--- config.mk ---
export PLATFORM = sky130hd
export DESIGN_NAME = selection_mask_outline_3x3
export DESIGN_NICKNAME = d
export VERILOG_FILES = /design/src/rtl/core/smo_pkg.sv /design/src/rtl/core/smo_line_mem.sv /design/src/rtl/core/smo_position.sv /design/src/rtl/core/smo_window.sv /design/src/rtl/core/selection_mask_outline_3x3.sv
export SDC_FILE = /design/constraint.sdc
export NUM_CORES = 2
export LEC_CHECK = 0
export BUFFER_PORTS_ARGS = -buffer_cell sky130_fd_sc_hd__buf_2
export CORE_MARGIN = 4
export CORE_UTILIZATION = 40
export DETAILED_ROUTE_END_ITERATION = 16
export MAX_ROUTING_LAYER = met4
export PLACE_DENSITY = 0.5
export SETUP_SLACK_MARGIN = 0.1
export SLEW_MARGIN = 40
export SYNTH_ARGS = -nofsm -noshare
export SYNTH_HDL_FRONTEND = slang
export SYNTH_SLANG_ARGS = --single-unit
--- constraint.sdc ---
create_clock -name clock -period 35.6 [get_ports clock]
set_input_delay 0 -clock clock [delete_from_list [all_inputs] [get_ports clock]]
set_output_delay 0 -clock clock [all_outputs]
set_load 0.03 [all_outputs]
--- src/rtl/core/smo_pkg.sv ---
// shared types and constants of the selection mask outline block
// no dependencies
`timescale 1ns / 1ps

package smo_pkg;

   localparam int CSR_DATA_W   = 11;
   localparam int CSR_INDEX_W  = 1;
   localparam int PIX_W        = 10;
   localparam int RESET_WIDTH  = 800;
   localparam int RESET_HEIGHT = 600;
   localparam int MIN_SIZE     = 3;

   // window: bit 4 is the centre pixel, the rest are its neighbours
   localparam logic [8:0] NEIGHBOUR_MASK = 9'h1EF;
   localparam int         CENTRE_BIT     = 4;

   typedef enum logic [CSR_INDEX_W-1:0] {
      CSR_FRAME_WIDTH  = 1'b0,
      CSR_FRAME_HEIGHT = 1'b1
   } csr_index_type;

   // position flags of one item, passed from the counters to the window stage
   typedef struct packed {
      logic res_valid;
      logic inner;
   } pos_flags_type;

   // line store entry: previous row in bit 1, row before that in bit 0
   typedef struct packed {
      logic mid;
      logic up;
   } line_entry_type;

endpackage

--- src/rtl/core/smo_line_mem.sv ---
// two-row line store: one synchronous memory with a registered read
// clears itself after reset; depends on smo_pkg
`timescale 1ns / 1ps

module smo_line_mem #(
   parameter int DEPTH = 1024
) (
   input  logic                         clock,
   input  logic                         reset,
   input  logic                         rd_en,
   input  logic [$clog2(DEPTH)-1:0]     rd_addr,
   output smo_pkg::line_entry_type      rd_data,
   input  logic                         wr_en,
   input  logic [$clog2(DEPTH)-1:0]     wr_addr,
   input  smo_pkg::line_entry_type      wr_data,
   output logic                         busy
);
   import smo_pkg::*;

   localparam int AW = $clog2(DEPTH);

   line_entry_type mem [DEPTH];
   line_entry_type rd_data_ff;
   logic           clr_busy_ff;
   logic           clr_busy_in;
   logic [AW-1:0]  clr_addr_ff;
   logic [AW-1:0]  clr_addr_in;
   logic           we;
   logic [AW-1:0]  wa;
   line_entry_type wd;

   always_comb begin
      clr_busy_in = clr_busy_ff;
      clr_addr_in = clr_addr_ff;
      if (clr_busy_ff) begin
         clr_addr_in = clr_addr_ff + 1'b1;
         if (clr_addr_ff == AW'(DEPTH - 1)) begin
            clr_busy_in = 1'b0;
         end
      end
   end

   always_ff @(posedge clock) begin
      if (reset) begin
         clr_busy_ff <= 1'b1;
         clr_addr_ff <= '0;
      end else begin
         clr_busy_ff <= clr_busy_in;
         clr_addr_ff <= clr_addr_in;
      end
   end

   assign we = clr_busy_ff || wr_en;
   assign wa = clr_busy_ff ? clr_addr_ff : wr_addr;
   assign wd = clr_busy_ff ? line_entry_type'('0) : wr_data;

   always_ff @(posedge clock) begin
      if (we) begin
         mem[wa] <= wd;
      end
   end

   always_ff @(posedge clock) begin
      if (rd_en) begin
         rd_data_ff <= mem[rd_addr];
      end
   end

   assign rd_data = rd_data_ff;
   assign busy    = clr_busy_ff;

endmodule

--- src/rtl/core/smo_position.sv ---
// frame size registers and raster position counters
// depends on smo_pkg
`timescale 1ns / 1ps

module smo_position #(
   parameter int MAX_WIDTH  = 1024,
   parameter int MAX_HEIGHT = 1024
) (
   input  logic                                clock,
   input  logic                                reset,
   input  logic                                csr_write_enable,
   input  smo_pkg::csr_index_type              csr_index,
   input  logic [smo_pkg::CSR_DATA_W-1:0]      csr_write_data,
   input  logic                                accept,
   input  logic                                frame_start,
   output logic [$clog2(MAX_WIDTH)-1:0]        pos_x,
   output logic [$clog2(MAX_HEIGHT)-1:0]       pos_y,
   output smo_pkg::pos_flags_type              pos_flags
);
   import smo_pkg::*;

   localparam int CW   = $clog2(MAX_WIDTH);
   localparam int RW   = $clog2(MAX_HEIGHT);
   localparam int WW   = CW + 1;
   localparam int HW   = RW + 1;
   localparam int SWW  = (WW > CSR_DATA_W) ? WW : CSR_DATA_W;
   localparam int SHW  = (HW > CSR_DATA_W) ? HW : CSR_DATA_W;
   localparam int W_RESET = (RESET_WIDTH > MAX_WIDTH) ? MAX_WIDTH : RESET_WIDTH;
   localparam int H_RESET = (RESET_HEIGHT > MAX_HEIGHT) ? MAX_HEIGHT : RESET_HEIGHT;

   logic [WW-1:0]  width_ff;
   logic [WW-1:0]  width_in;
   logic [HW-1:0]  height_ff;
   logic [HW-1:0]  height_in;
   logic [CW-1:0]  col_ff;
   logic [CW-1:0]  col_in;
   logic [RW-1:0]  row_ff;
   logic [RW-1:0]  row_in;
   logic [SWW-1:0] wr_w;
   logic [SHW-1:0] wr_h;
   logic [CW-1:0]  c0;
   logic [RW-1:0]  r0;
   logic [HW-1:0]  r1;
   logic [CW-1:0]  x;
   logic [RW-1:0]  y;
   logic [WW-1:0]  x_next;
   logic [HW-1:0]  y_next;

   // clamped size registers
   always_comb begin
      wr_w      = SWW'(csr_write_data);
      wr_h      = SHW'(csr_write_data);
      width_in  = width_ff;
      height_in = height_ff;
      if (csr_write_enable) begin
         case (csr_index)
            CSR_FRAME_WIDTH: begin
               if (wr_w < SWW'(MIN_SIZE)) begin
                  width_in = WW'(MIN_SIZE);
               end else if (wr_w > SWW'(MAX_WIDTH)) begin
                  width_in = WW'(MAX_WIDTH);
               end else begin
                  width_in = WW'(wr_w);
               end
            end
            CSR_FRAME_HEIGHT: begin
               if (wr_h < SHW'(MIN_SIZE)) begin
                  height_in = HW'(MIN_SIZE);
               end else if (wr_h > SHW'(MAX_HEIGHT)) begin
                  height_in = HW'(MAX_HEIGHT);
               end else begin
                  height_in = HW'(wr_h);
               end
            end
            default: begin
               width_in  = width_ff;
               height_in = height_ff;
            end
         endcase
      end
   end

   // position of the incoming item, wrapped against the size in use
   always_comb begin
      c0 = frame_start ? '0 : col_ff;
      r0 = frame_start ? '0 : row_ff;
      if ({1'b0, c0} >= width_ff) begin
         x  = '0;
         r1 = {1'b0, r0} + 1'b1;
      end else begin
         x  = c0;
         r1 = {1'b0, r0};
      end
      y = (r1 >= height_ff) ? '0 : RW'(r1);

      x_next = {1'b0, x} + 1'b1;
      y_next = {1'b0, y} + 1'b1;
      if (x_next >= width_ff) begin
         col_in = '0;
         row_in = (y_next >= height_ff) ? '0 : RW'(y_next);
      end else begin
         col_in = CW'(x_next);
         row_in = y;
      end
   end

   always_ff @(posedge clock) begin
      if (reset) begin
         width_ff  <= WW'(W_RESET);
         height_ff <= HW'(H_RESET);
         col_ff    <= '0;
         row_ff    <= '0;
      end else begin
         width_ff  <= width_in;
         height_ff <= height_in;
         if (accept) begin
            col_ff <= col_in;
            row_ff <= row_in;
         end
      end
   end

   assign pos_x               = x;
   assign pos_y               = y;
   assign pos_flags.res_valid = (x != '0) && (y != '0);
   assign pos_flags.inner     = (x >= CW'(2)) && (y >= RW'(2));

endmodule

--- src/rtl/core/smo_window.sv ---
// read-modify-write stage of the line store, 3x3 window and result register
// depends on smo_pkg
`timescale 1ns / 1ps

module smo_window #(
   parameter int MAX_WIDTH  = 1024,
   parameter int MAX_HEIGHT = 1024
) (
   input  logic                                clock,
   input  logic                                reset,
   input  logic                                in_accept,
   input  logic                                in_selected,
   input  logic [$clog2(MAX_WIDTH)-1:0]        in_x,
   input  logic [$clog2(MAX_HEIGHT)-1:0]       in_y,
   input  smo_pkg::pos_flags_type              in_flags,
   output logic                                can_accept,
   input  smo_pkg::line_entry_type             rd_data,
   output logic                                wr_en,
   output logic [$clog2(MAX_WIDTH)-1:0]        wr_addr,
   output smo_pkg::line_entry_type             wr_data,
   output logic                                rsp_valid,
   input  logic                                rsp_ready,
   output logic                                rsp_outline,
   output logic [smo_pkg::PIX_W-1:0]           rsp_pixel_x,
   output logic [smo_pkg::PIX_W-1:0]           rsp_pixel_y,
   output logic                                rsp_result_valid
);
   import smo_pkg::*;

   localparam int CW = $clog2(MAX_WIDTH);
   localparam int RW = $clog2(MAX_HEIGHT);

   logic           s1_valid_ff;
   logic [CW-1:0]  s1_x_ff;
   logic [RW-1:0]  s1_y_ff;
   pos_flags_type  s1_flags_ff;
   logic           s1_bit_ff;
   logic           fwd_ff;
   line_entry_type fwd_data_ff;
   logic [8:0]     win_ff;
   logic [8:0]     win_in;
   logic           s1_adv;
   line_entry_type entry;
   line_entry_type new_entry;
   logic           mark;
   logic [CW-1:0]  x_m1;
   logic [RW-1:0]  y_m1;
   logic           rsp_valid_ff;
   logic           rsp_outline_ff;
   logic [PIX_W-1:0] rsp_x_ff;
   logic [PIX_W-1:0] rsp_y_ff;
   logic           rsp_res_valid_ff;

   assign s1_adv     = s1_valid_ff && (!rsp_valid_ff || rsp_ready);
   assign can_accept = !s1_valid_ff || s1_adv;

   // same entry written by the item ahead at this item's read edge
   assign entry         = fwd_ff ? fwd_data_ff : rd_data;
   assign new_entry.mid = s1_bit_ff;
   assign new_entry.up  = entry.mid;

   assign wr_en   = s1_adv;
   assign wr_addr = s1_x_ff;
   assign wr_data = new_entry;

   assign win_in = {win_ff[5:0], s1_bit_ff, entry.mid, entry.up};
   assign mark   = s1_flags_ff.res_valid && s1_flags_ff.inner && !win_in[CENTRE_BIT]
                   && ((win_in & NEIGHBOUR_MASK) != '0);
   assign x_m1   = s1_x_ff - 1'b1;
   assign y_m1   = s1_y_ff - 1'b1;

   always_ff @(posedge clock) begin
      if (reset) begin
         s1_valid_ff  <= 1'b0;
         fwd_ff       <= 1'b0;
         win_ff       <= '0;
         rsp_valid_ff <= 1'b0;
      end else begin
         if (in_accept) begin
            s1_valid_ff <= 1'b1;
            fwd_ff      <= s1_adv && (s1_x_ff == in_x);
         end else if (s1_adv) begin
            s1_valid_ff <= 1'b0;
         end
         if (s1_adv) begin
            win_ff       <= win_in;
            rsp_valid_ff <= 1'b1;
         end else if (rsp_ready) begin
            rsp_valid_ff <= 1'b0;
         end
      end
   end

   always_ff @(posedge clock) begin
      if (in_accept) begin
         s1_x_ff     <= in_x;
         s1_y_ff     <= in_y;
         s1_flags_ff <= in_flags;
         s1_bit_ff   <= in_selected;
         fwd_data_ff <= new_entry;
      end
      if (s1_adv) begin
         rsp_outline_ff   <= mark;
         rsp_x_ff         <= s1_flags_ff.res_valid ? PIX_W'(x_m1) : '0;
         rsp_y_ff         <= s1_flags_ff.res_valid ? PIX_W'(y_m1) : '0;
         rsp_res_valid_ff <= s1_flags_ff.res_valid;
      end
   end

   assign rsp_valid        = rsp_valid_ff;
   assign rsp_outline      = rsp_outline_ff;
   assign rsp_pixel_x      = rsp_x_ff;
   assign rsp_pixel_y      = rsp_y_ff;
   assign rsp_result_valid = rsp_res_valid_ff;

endmodule

--- src/rtl/core/selection_mask_outline_3x3.sv ---
// outer boundary of a binary mask over a 3x3 neighbourhood, one pixel per item
// an accepted item goes to the window stage register, then the result register; throughput
// 1 item per cycle while results are taken, set by the single read and write port of the
// line store (same entry forwarded); reset: sizes return to 800 x 600, counters and window
// clear; the line store then clears its MAX_WIDTH entries, one a cycle, with req_ready low
// depends on smo_pkg, smo_position, smo_line_mem, smo_window
`timescale 1ns / 1ps

module selection_mask_outline_3x3 #(
   parameter int MAX_WIDTH  = 1024,
   parameter int MAX_HEIGHT = 1024
) (
   input  logic                                clock,
   input  logic                                reset,
   input  logic                                csr_write_enable,
   input  smo_pkg::csr_index_type              csr_index,
   input  logic [smo_pkg::CSR_DATA_W-1:0]      csr_write_data,
   input  logic                                req_valid,
   output logic                                req_ready,
   input  logic                                req_selected,
   input  logic                                req_frame_start,
   output logic                                rsp_valid,
   input  logic                                rsp_ready,
   output logic                                rsp_outline,
   output logic [smo_pkg::PIX_W-1:0]           rsp_pixel_x,
   output logic [smo_pkg::PIX_W-1:0]           rsp_pixel_y,
   output logic                                rsp_result_valid
);
   import smo_pkg::*;

   localparam int CW = $clog2(MAX_WIDTH);
   localparam int RW = $clog2(MAX_HEIGHT);

   logic           accept;
   logic           can_accept;
   logic           mem_busy;
   logic [CW-1:0]  pos_x;
   logic [RW-1:0]  pos_y;
   pos_flags_type  pos_flags;
   line_entry_type rd_data;
   logic           wr_en;
   logic [CW-1:0]  wr_addr;
   line_entry_type wr_data;

   assign req_ready = can_accept && !mem_busy;
   assign accept    = req_valid && req_ready;

   smo_position #(
      .MAX_WIDTH  (MAX_WIDTH),
      .MAX_HEIGHT (MAX_HEIGHT)
   ) u_position (
      .clock            (clock),
      .reset            (reset),
      .csr_write_enable (csr_write_enable),
      .csr_index        (csr_index),
      .csr_write_data   (csr_write_data),
      .accept           (accept),
      .frame_start      (req_frame_start),
      .pos_x            (pos_x),
      .pos_y            (pos_y),
      .pos_flags        (pos_flags)
   );

   smo_line_mem #(
      .DEPTH (MAX_WIDTH)
   ) u_line_mem (
      .clock   (clock),
      .reset   (reset),
      .rd_en   (accept),
      .rd_addr (pos_x),
      .rd_data (rd_data),
      .wr_en   (wr_en),
      .wr_addr (wr_addr),
      .wr_data (wr_data),
      .busy    (mem_busy)
   );

   smo_window #(
      .MAX_WIDTH  (MAX_WIDTH),
      .MAX_HEIGHT (MAX_HEIGHT)
   ) u_window (
      .clock            (clock),
      .reset            (reset),
      .in_accept        (accept),
      .in_selected      (req_selected),
      .in_x             (pos_x),
      .in_y             (pos_y),
      .in_flags         (pos_flags),
      .can_accept       (can_accept),
      .rd_data          (rd_data),
      .wr_en            (wr_en),
      .wr_addr          (wr_addr),
      .wr_data          (wr_data),
      .rsp_valid        (rsp_valid),
      .rsp_ready        (rsp_ready),
      .rsp_outline      (rsp_outline),
      .rsp_pixel_x      (rsp_pixel_x),
      .rsp_pixel_y      (rsp_pixel_y),
      .rsp_result_valid (rsp_result_valid)
   );

endmodule

==> metrics.txt <==
# TYPE chip_impl_metric gauge
chip_impl_metric{name="wirelength",unit="um"} 375000
chip_impl_metric{name="worstPathMaxFanout",unit=""} 25
chip_impl_metric{name="final_setup_tns",unit="ps"} 0
chip_impl_metric{name="static-leakage-power",unit="nW"} 33.3
chip_impl_metric{name="max-vdd-ir-drop",unit="mV"} 0.0441
chip_impl_metric{name="synthesis.yosys.warnings",unit=""} 0
chip_impl_metric{name="number_of_vias_in_the_routed_layout",unit=""} 64900
chip_impl_info{name="critical_path.reg2reg.startpoint",value="u_position.col_ff[2]"} 1
chip_impl_metric{name="postRouteAntennaNets",unit=""} 0
chip_impl_metric{name="worst-endpoint-arrival",unit="ps"} 9960
chip_impl_info{name="clock_tree.root_cell",value="sky130_fd_sc_hd__clkbuf_16"} 1
chip_impl_metric{name="io-pin-count",unit=""} 43
chip_impl_metric{name="storage_cell_area",unit="um^2"} 64200
chip_impl_metric{name="final_layout_size_suffix_gt1_share",unit="%"} 11.1
chip_impl_metric{name="max-slew-margin-rel",unit="%"} 28.2
chip_impl_metric{name="grt.overflow.total",unit=""} 0
chip_impl_metric{name="num-fill-cells",unit=""} 20400
chip_impl_metric{name="synth.distinct_cells",unit=""} 100
chip_impl_metric{name="syn_nets",unit=""} 7104
chip_impl_metric{name="floorplan.initialDensity",unit="%"} 40.3
chip_impl_info{name="timing.critical_path.from",value="u_position.col_ff[2]"} 1
chip_impl_metric{name="worst_hold_stages",unit=""} 5
chip_impl_info{name="cpMaxStageDelayCell",value="sky130_fd_sc_hd__nor2b_1"} 1
chip_impl_metric{name="first_iter_violations",unit=""} 9859
chip_impl_info{name="timing.hold.worst_endpoint",value="u_position.height_ff[9]"} 1
chip_impl_info{name="worst_setup_sp_type",value="flop"} 1
chip_impl_metric{name="final.hold.worst_slack",unit="ps"} 113
chip_impl_metric{name="mappedNetlistArea",unit="um^2"} 90900
chip_impl_metric{name="ffs_w_async_s_r_synth",unit="%"} 0
chip_impl_metric{name="die_w",unit="um"} 485
chip_impl_info{name="cts_tree",value="built"} 1
chip_impl_metric{name="chipHeight",unit="um"} 485
chip_impl_metric{name="ratio_of_routed_vias_to_standard_cells",unit=""} 6.33
chip_impl_info{name="synth_ff_type",value="sky130_fd_sc_hd__edfxtp_1"} 1
chip_impl_metric{name="dp_hpwl",unit="um"} 222000
chip_impl_metric{name="number_of_antenna_violations_at_the_first_check_in_global_routing",unit=""} 37
chip_impl_metric{name="register_to_register_path_setup_slack",unit="ps"} 26420
chip_impl_info{name="hp-class",value="primary input to flop"} 1
chip_impl_metric{name="final-max-slew-violation-count",unit=""} 0
chip_impl_metric{name="postCtsSetupBuffers",unit=""} 0
chip_impl_metric{name="cts_resized",unit=""} 0
chip_impl_info{name="setup.worst_path.class",value="flop to flop"} 1
chip_impl_metric{name="period_share",unit="%"} 25.8
chip_impl_metric{name="h-tree-depth",unit=""} 4
chip_impl_metric{name="post-route-worst-setup-slack",unit="ps"} 26420
chip_impl_metric{name="drc_errors",unit=""} 0
chip_impl_metric{name="finalSetupViolations",unit=""} 0
chip_impl_metric{name="place_worst_setup_slack",unit="ps"} 26200
chip_impl_metric{name="drt_pre_antenna_iters",unit=""} 8
chip_impl_metric{name="numCtsBuffers",unit=""} 231
chip_impl_metric{name="cpPeakStageDelay",unit="ps"} 730
chip_impl_metric{name="worst_clock_skew",unit="ps"} 47.2
chip_impl_metric{name="clock_latency_on_the_worst_skew_pair",unit="ps"} 900
chip_impl_metric{name="groute.usage.overall",unit="%"} 32.1
chip_impl_metric{name="number_of_global_route_vias_before_repair",unit=""} 62100
chip_impl_metric{name="cts.reportedPaths.clkPinSlew",unit="ps"} 60
chip_impl_metric{name="grt_first_pass_wirelength",unit="um"} 513000
chip_impl_metric{name="syn-instance-count",unit=""} 7032
chip_impl_metric{name="yosysTopAreaCellShare",unit="%"} 69.3
chip_impl_metric{name="port-buffer-count",unit=""} 42
chip_impl_metric{name="worstMarginPinSlew",unit="ps"} 1080
chip_impl_info{name="critical_path.endpoint_type",value="flop"} 1
chip_impl_metric{name="final_nets",unit=""} 7097
chip_impl_metric{name="clk_path_buf_depth",unit=""} 3
chip_impl_metric{name="hold_buffers",unit=""} 39
chip_impl_metric{name="clock-sinks",unit=""} 2159
chip_impl_metric{name="fmaxAchievable",unit="GHz"} 0.109
chip_impl_metric{name="worstPathRequired",unit="ps"} 36370
chip_impl_metric{name="synth_edf_count",unit=""} 2097
chip_impl_metric{name="core_box_area",unit="um^2"} 225000
chip_impl_metric{name="hold_viol_final",unit=""} 0
chip_impl_metric{name="p_per_area",unit="nW/um^2"} 50.1
chip_impl_metric{name="sequential_share_of_the_synthesized_area",unit="%"} 70.6
chip_impl_metric{name="clock_period_minus_worst_slack",unit="ps"} 9180
chip_impl_info{name="hold_path_startpoint",value="csr_write_data[9]"} 1
chip_impl_info{name="unrepaired_setup_endpoints_after_global_routing",value="no"} 1
chip_impl_info{name="timing.critical_path.mode_cell",value="sky130_fd_sc_hd__ha_1"} 1
chip_impl_info{name="r2r_end",value="u_position.row_ff[0]"} 1
chip_impl_metric{name="ys_seq_elements",unit=""} 2159
chip_impl_metric{name="fp.dieArea",unit="um^2"} 235000
chip_impl_metric{name="fp-row-count",unit=""} 174
chip_impl_info{name="netlist.top_cell.by_area",value="sky130_fd_sc_hd__edfxtp_1"} 1
chip_impl_info{name="run_status",value="complete, no violations"} 1
chip_impl_metric{name="maxCapViolations",unit=""} 0
chip_impl_metric{name="wl_per_cell",unit="um"} 36.7
chip_impl_metric{name="design_power_total",unit="mW"} 5.17
chip_impl_metric{name="routabilityCongestion",unit=""} 0.925
chip_impl_metric{name="syn-mean-instance-area",unit="um^2"} 12.9
chip_impl_metric{name="grt_max_degree",unit=""} 206
chip_impl_metric{name="area_occupied_by_multi_input_gates",unit="um^2"} 24700
chip_impl_info{name="post_synth_main_area_contributors",value="sky130_fd_sc_hd__edfxtp_1 (69%), sky130_fd_sc_hd__nor2_1 (4.9%), sky130_fd_sc_hd__nand2_1 (2.9%)"} 1
chip_impl_metric{name="r2r.worst_path.cells",unit=""} 32
chip_impl_metric{name="synthToLayoutAreaGrowth",unit="%"} 13.5
-- layer usage --
metal / track usage [%] / share of wire, % / up-vias
met5: - / 0 / -
met4: 14.3 / 5.1 / 0
met3: 7.19 / 11 / 751
met2: 48.3 / 46 / 3998
met1: 41.7 / 39 / 33500
li1: - / - / 26600
-- state kept, by name, summed over array words and instances, names as in the netlist, 2 cells and up --
name / flops
u_line_mem.clr_addr_ff: 10
u_line_mem.mem: 2048
u_line_mem.rd_data: 2
u_position.col_ff: 10
u_position.height_ff: 11
u_position.row_ff: 10
u_position.width_ff: 11
u_window.fwd_data_ff: 2
u_window.rsp_pixel_x: 10
u_window.rsp_pixel_y: 10
u_window.s1_flags_ff: 2
u_window.s1_y_ff: 10
u_window.win_ff: 6
u_window.wr_addr: 10
-- cells by family after synthesis --
group | after synthesis | share of synthesized area (%)
xor gates and xnor gates | 54 | 0.537
AOI/OAI and AO/OA | 1397 | 10.5
DFF | 2159 | 70.6
muxes | 262 | 3.02
adders and majority gates | 53 | 0.730
buffers and inverters | 634 | 2.87
and+or+nand+nor | 2473 | 11.7
-- synth_stat cells (all sizes together), types with 12 or more instances --
cell type  number
nor3           87
or4            12
mux2           31
o22a           20
dfxtp          62
a221o          19
ha             53
o2111ai        12
xor2           19
mux2i         224
a22oi          47
nand4          36
buf           206
or3            33
nor4           29
o221a          21
o221ai        123
nand3         193
a21o           18
o211ai         58
nand2b         21
and2           23
nor2         1178
inv            57
nor2b          22
edfxtp       2097
xnor2          35
a221oi         40
o21ai         179
o31ai          14
a31oi          84
a32oi          13
nor3b          13
a311oi         13
a21oi         283
a211oi         90
a211o          24
o22ai         232
nand2         714
clkbuf        369
and3           72
-- layout by cell type, fill, tap and decap left out, types with 68 or more instances in the layout --
| cell | instances |
|---|---|
| sky130_fd_sc_hd__a211oi_1 | 87 |
| sky130_fd_sc_hd__nand2_1 | 685 |
| sky130_fd_sc_hd__o221ai_1 | 123 |
| sky130_fd_sc_hd__a21oi_1 | 279 |
| sky130_fd_sc_hd__edfxtp_1 | 2097 |
| sky130_fd_sc_hd__o22ai_1 | 232 |
| sky130_fd_sc_hd__and3_1 | 72 |
| sky130_fd_sc_hd__nor2_1 | 1161 |
| sky130_fd_sc_hd__o21ai_0 | 159 |
| sky130_fd_sc_hd__nand3_1 | 183 |
| sky130_fd_sc_hd__buf_4 | 213 |
| sky130_fd_sc_hd__mux2i_1 | 224 |
| sky130_fd_sc_hd__a31oi_1 | 81 |
| sky130_fd_sc_hd__clkbuf_16 | 236 |
| sky130_fd_sc_hd__nor3_1 | 68 |
-- per-stage QoR --
stage                     utilization, %  cell area, um^2  std cells
after floorplan                        -            90900       7032
after global placement              42.0            94700       9728
after detailed placement            42.3            95200       9743
after CTS                           45.7           103000      10200
after global routing                45.8           103000      10200
final                               45.8           103000      10200
-- layout make-up --
cell class                      count  area share (%)
Clock inverter                    132            1.12
Timing Repair Buffer              335            2.71
Multi-Input combinational cell   4239            23.9
Inverter                           59           0.245
Sequential cell                  2159            62.3
Antenna cell                       26          0.0631
Tap cell                         2992            3.63
Clock buffer                      298            6.03
-- how the worst max path moves through the flow --
| stage | end |
|---|---|
| final | u_position.row_ff[0] |
| after global routing | u_position.row_ff[0] |
| after CTS | u_position.row_ff[0] |
| after detailed placement | u_position.row_ff[0] |
| after global placement | u_position.row_ff[0] |
| after floorplan | u_line_mem.mem[0][1] |
-- critical path: cells and delay by family, from the launching register on --
family	cells	cell delay, ps
buf+inv	5	1730
xor+xnor	2	670
mux	1	160
simple gates	12	2810
compound gates	8	2030
flops	1	370
fa+ha+maj	4	1260
-- report_power, final --
part	internal (mW)	leakage, nW	switching (mW)
registers	2.75	21.3	0.00160
clock network	1.34	3.59	1.03
logic	0.0104	8.41	0.0368
Power figures use the tool's default switching activity.
